<file path="src/hw/rtl/sss_pkg.sv">
// Shared types and constants for the slotted string store.
// No dependencies.
`timescale 1ns / 1ps
`default_nettype none

package sss_pkg;

    localparam int SEG_DEF   = 4096;
    localparam int SLOTS_DEF = 256;

    localparam logic [1:0] MODE_ADD = 2'd0;
    localparam logic [1:0] MODE_DEL = 2'd1;
    localparam logic [1:0] MODE_RD  = 2'd2;

    localparam logic [1:0] ST_OK    = 2'd0;
    localparam logic [1:0] ST_FULL  = 2'd1;
    localparam logic [1:0] ST_EMPTY = 2'd2;
    localparam logic [1:0] ST_PEND  = 2'd3;

    typedef struct packed {
        logic [1:0]  mode;
        logic [7:0]  byte_value;
        logic [11:0] string_length;
        logic        last;
        logic [7:0]  slot;
        logic [11:0] position;
    } sss_req_t;

    typedef struct packed {
        logic [1:0]  status;
        logic [7:0]  slot_index;
        logic [7:0]  byte_out;
        logic [12:0] used_length;
        logic [8:0]  string_count;
        logic [11:0] max_insert;
    } sss_rsp_t;

    typedef enum logic [1:0] {
        OP_ADD,
        OP_DEL,
        OP_RD,
        OP_NOP
    } sss_op_t;

    typedef struct packed {
        sss_op_t  op;
        sss_req_t req;
    } sss_qent_t;

    // head of the request queue as seen by the back end
    typedef struct packed {
        logic      valid;
        sss_qent_t ent;
    } sss_q_t;

endpackage

`default_nettype wire

</file>
<file path="src/hw/rtl/sss_fe.sv">
// Front end: takes requests, decodes the mode and queues them (two entries).
// Depends on sss_pkg.
`timescale 1ns / 1ps
`default_nettype none

module sss_fe (
    input  logic              clk,
    input  logic              rst_n,
    input  logic              start,
    input  sss_pkg::sss_req_t req,
    output logic              busy,
    output sss_pkg::sss_q_t   q,
    input  logic              pop
);
    import sss_pkg::*;

    sss_qent_t   ent_reg [2];
    logic [1:0]  cnt_reg, cnt_next;
    logic        rd_ptr_reg, rd_ptr_next;
    logic        push;
    logic        wr_idx;
    sss_op_t     op;

    always_comb
    begin
        case (req.mode)
            MODE_ADD: op = OP_ADD;
            MODE_DEL: op = OP_DEL;
            MODE_RD:  op = OP_RD;
            default:  op = OP_NOP;
        endcase
    end

    assign busy   = (cnt_reg == 2'd2);
    assign push   = start && !busy;
    assign wr_idx = rd_ptr_reg ^ cnt_reg[0];

    assign q.valid = (cnt_reg != 2'd0);
    assign q.ent   = ent_reg[rd_ptr_reg];

    always_comb
    begin
        cnt_next    = cnt_reg;
        rd_ptr_next = rd_ptr_reg;
        if (push && !pop)
        begin
            cnt_next = cnt_reg + 2'd1;
        end
        else if (pop && !push)
        begin
            cnt_next = cnt_reg - 2'd1;
        end
        if (pop)
        begin
            rd_ptr_next = !rd_ptr_reg;
        end
    end

    always_ff @(posedge clk or negedge rst_n)
    begin
        if (!rst_n)
        begin
            cnt_reg    <= 2'd0;
            rd_ptr_reg <= 1'b0;
        end
        else
        begin
            cnt_reg    <= cnt_next;
            rd_ptr_reg <= rd_ptr_next;
        end
    end

    always_ff @(posedge clk)
    begin
        if (push)
        begin
            ent_reg[wr_idx] <= '{op: op, req: req};
        end
    end

endmodule

`default_nettype wire

</file>
<file path="config.mk">
export PLATFORM = sky130hd
export DESIGN_NAME = sss_fe
export DESIGN_NICKNAME = d
export VERILOG_FILES = /design/src/hw/rtl/sss_pkg.sv /design/src/hw/rtl/sss_fe.sv
export SDC_FILE = /design/constraint.sdc
export NUM_CORES = 1
export LEC_CHECK = 0
export BUFFER_PORTS_ARGS = -buffer_cell sky130_fd_sc_hd__buf_2
export CELL_PAD_IN_SITES_DETAIL_PLACEMENT = 2
export CELL_PAD_IN_SITES_GLOBAL_PLACEMENT = 2
export CORE_UTILIZATION = 34
export CTS_CLUSTER_SIZE = 40
export DETAILED_ROUTE_END_ITERATION = 8
export GPL_ROUTABILITY_DRIVEN = 1
export PLACE_DENSITY_LB_ADDON = 0.1
export SYNTH_ARGS = -nofsm -noshare
export SYNTH_HDL_FRONTEND = slang
export SYNTH_SLANG_ARGS = --single-unit
</file>
<file path="constraint.sdc">
create_clock -name clk -period 3.1 [get_ports clk]
set_clock_uncertainty 0.2 [all_clocks]
set_input_delay 0.465 -clock clk [delete_from_list [all_inputs] [get_ports clk]]
set_output_delay 0.465 -clock clk [all_outputs]
set_load 0.05 [all_outputs]
</file>
==> summary.md <==
| Metric | Value |
|---|---|
| Sum Neg Setup Slack | `0 ns` |
| CP max FO | `40` |
| Final nets | `311` |
| Post-CTS Hold Buffers | `1` |
| GRT Total Usage | `13.1%` |
| PostCTS Resize Cnt | `0` |
| Pin count of the biggest net entering global routing | `41` |
| Worst Setup Start Kind | `flop` |
| Crit path time final | `2.48 ns` |
| # H-tree levels | `3` |
| Top delay family on crit path | `flip-flops` |
| CTS Root Cell | `clkbuf_8` |
| Cell variety after synth | `20` |
| Max-slew headroom | `70.4%` |
| Std-Cell Rows | `36` |
| Critical-path cell list | `buf_12, mux2_2, buf_2` |
| CP Capture Type | `primary output` |
| Required time of the worst setup path | `2.43 ns` |
| Vias | `1794` |
| Fin util | `43.7%` |
| Total die area | `10700 um^2` |
| Synth Register Bits | `93` |
| Die width | `103 um` |
| Initial Utilization | `35.4%` |
| Pwr dens | `1120 nW/um^2` |
| Maxcap violations | `0` |
| Worst setup path class | `flop to primary output` |
| Largest cells by area after synthesis | `edfxtp_1 77%, mux2_2 11%, mux2_4 4.3%` |
| Worst-margin pin slew | `0.444 ns` |
| Drt drc | `0` |
| Vias/cell | `4.47` |
| Ant diodes | `0` |
| Worst skew pair latency | `0.35 ns` |
| Gr ovfl total | `0` |
| CP Buf/Inv Count | `2` |
| Sequential share of the synthesized area | `79.5%` |
| Synth Instances | `162` |
| Gpl congestion | `0.629` |
| DP Cell Count | `384` |
| Reg-to-reg slack, setup | `0.95 ns` |
| Clock Pin Slew Worst Setup and Hold Paths | `0.09 ns` |
| Worst IR Drop VDD | `0.000375 V` |
| Leak Pwr | `1.63 nW` |
| Design area | `4310 um^2` |
| Num CTS Buffers | `9` |
| Avg Inst Size Synth | `21.6 um^2` |
| Unrepaired setup endpoints after global routing | `no` |
| Synth warn | `0` |
| Post-CTS setup buffers | `0` |
| Status | `finished, final reports clean` |
| Antenna viol nets, final | `0` |
| HPWL Detailed | `4550 um` |
| Worst path slowest cell | `dfrtp_2` |
| Final Max Tran Viols | `0` |
| Number of global-route vias before repair | `1931` |
| CTS tree | `yes` |
| I/O Buffers | `93` |
| WL per Instance | `16.7 um` |
| Final Hold Fails | `0` |
| Cell taking the most area after synthesis | `edfxtp_1` |
| DRT iter0 DRCs | `52` |
| Net Count, Synth | `210` |
| Crit share post-route | `79.9%` |
| Setup violators final | `0` |
| DRT Pass-1 Iters | `4` |
| P&R area growth vs syn | `23.3%` |
| Sink Count | `93` |
| Setup WS post-layout | `0.623 ns` |
| Io pins | `94` |
| Total wire length | `6680 um` |
| Crit-path max cell delay | `0.53 ns` |
| Clk buf depth | `2` |
| Initial antenna violation count | `0` |
| First-pass GRT wire length | `9780 um` |
| Layout cells sized above 1 | `59.0%` |
| Arr. time, crit path | `1.81 ns` |
| Post-Syn Area | `3490 um^2` |
| Largest register FFs | `90` |
| Die Ht | `103 um` |
| Share of the synthesized area in the top cell type | `77.4%` |
| Worst hold-check path type | `primary input to flop` |
| Final cell count without fillers | `401` |
| Fillers | `969` |
| FMAX | `404 MHz` |
| Pre-CTS WS | `0.905 ns` |
| Core area | `9860 um^2` |
| Post-DP Area | `4130 um^2` |
-- synth_stat cells --
master and instances:
dfrtp_1 3, buf_2 1, mux2i_1 1, nor3_1 1, buf_6 1, ha_1 1, buf_8 1, nor2_1 1
mux2_2 35, xnor2_1 1, a21oi_1 1, edfxtp_1 90, nor2b_1 3, and2_1 1, xor2_1 3, clkbuf_1 2
buf_4 3, or2_1 1, mux2_4 10, inv_1 2
-- report_power, final --
group,internal [W],total [W],switching [W]
registers,0.00177,0.00187,0.000108
logic,0.000645,0.00225,0.00161
clock network,0.000289,0.000695,0.000406
total,0.00270,0.00482,0.00212
-- path summary, 6_finish.rpt --
kind                            start  cells after the start             end
min                            req[1]                      1   ent_reg[1][1]
max                        rd_ptr_reg                      3           q[20]
min in group asynchronous       rst_n                      2      cnt_reg[0]
min reg2reg                cnt_reg[1]                      1      cnt_reg[1]
max in group asynchronous       rst_n                      2      rd_ptr_reg
max reg2reg                cnt_reg[0]                      4  ent_reg[1][32]
-- layout by cell type (no fill, tap or decap), drive strengths merged, types with 2 or more instances in the layout --
cell and count:
edfxtp 90, buf 97, clkinv 4, xor2 3, dfrtp 3, inv 2, clkbuf 10, clkinvlp 2
mux2 45, nor2b 3
-- area by class of cell --
type / instances / area, um^2 / share of cell area [%]
Clock inverter: 6 / 40.0 / 0.930
Multi-Input combinational cell: 59 / 656 / 15.2
Inverter: 2 / 7.51 / 0.174
Clock buffer: 10 / 128 / 2.96
Tap cell: 133 / 166 / 3.86
Timing Repair Buffer: 98 / 531 / 12.3
Sequential cell: 93 / 2780 / 64.5
-- worst reg2reg max path, cell delays in order (launching register included) --
cell     delay, ns
dfrtp_1       0.47
or2_1         0.25
mux2i_1       0.12
and2_2        0.44
buf_4         0.35
-- cells by family after synthesis --
family	Yosys count	share of synthesized area (%)
compound gates	1	0.143
fa+ha+maj	1	0.358
buf+inv	10	1.97
mux	46	15.9
simple gates	7	1.15
xor+xnor	4	1.00
flops	93	79.5
-- layer usage --
| layer | global-route usage (%) | share of wire, % |
|---|---|---|
| met5 | 0 | 0 |
| met4 | 5.53 | 1.4 |
| met3 | 5.51 | 7.8 |
| met2 | 22.4 | 51 |
| met1 | 14.3 | 39 |
-- per-stage QoR --
stage,hold slack [ns],total power (W)
2_1_floorplan,-0.0306,0.00369
3_3_place_gp,0.0705,0.00416
3_5_place_dp,0.0701,0.00421
4_1_cts,0.0687,0.00492
5_1_grt,0.0656,0.00505
6_report,0.0961,0.00482
(Power assumes the default switching activity.)
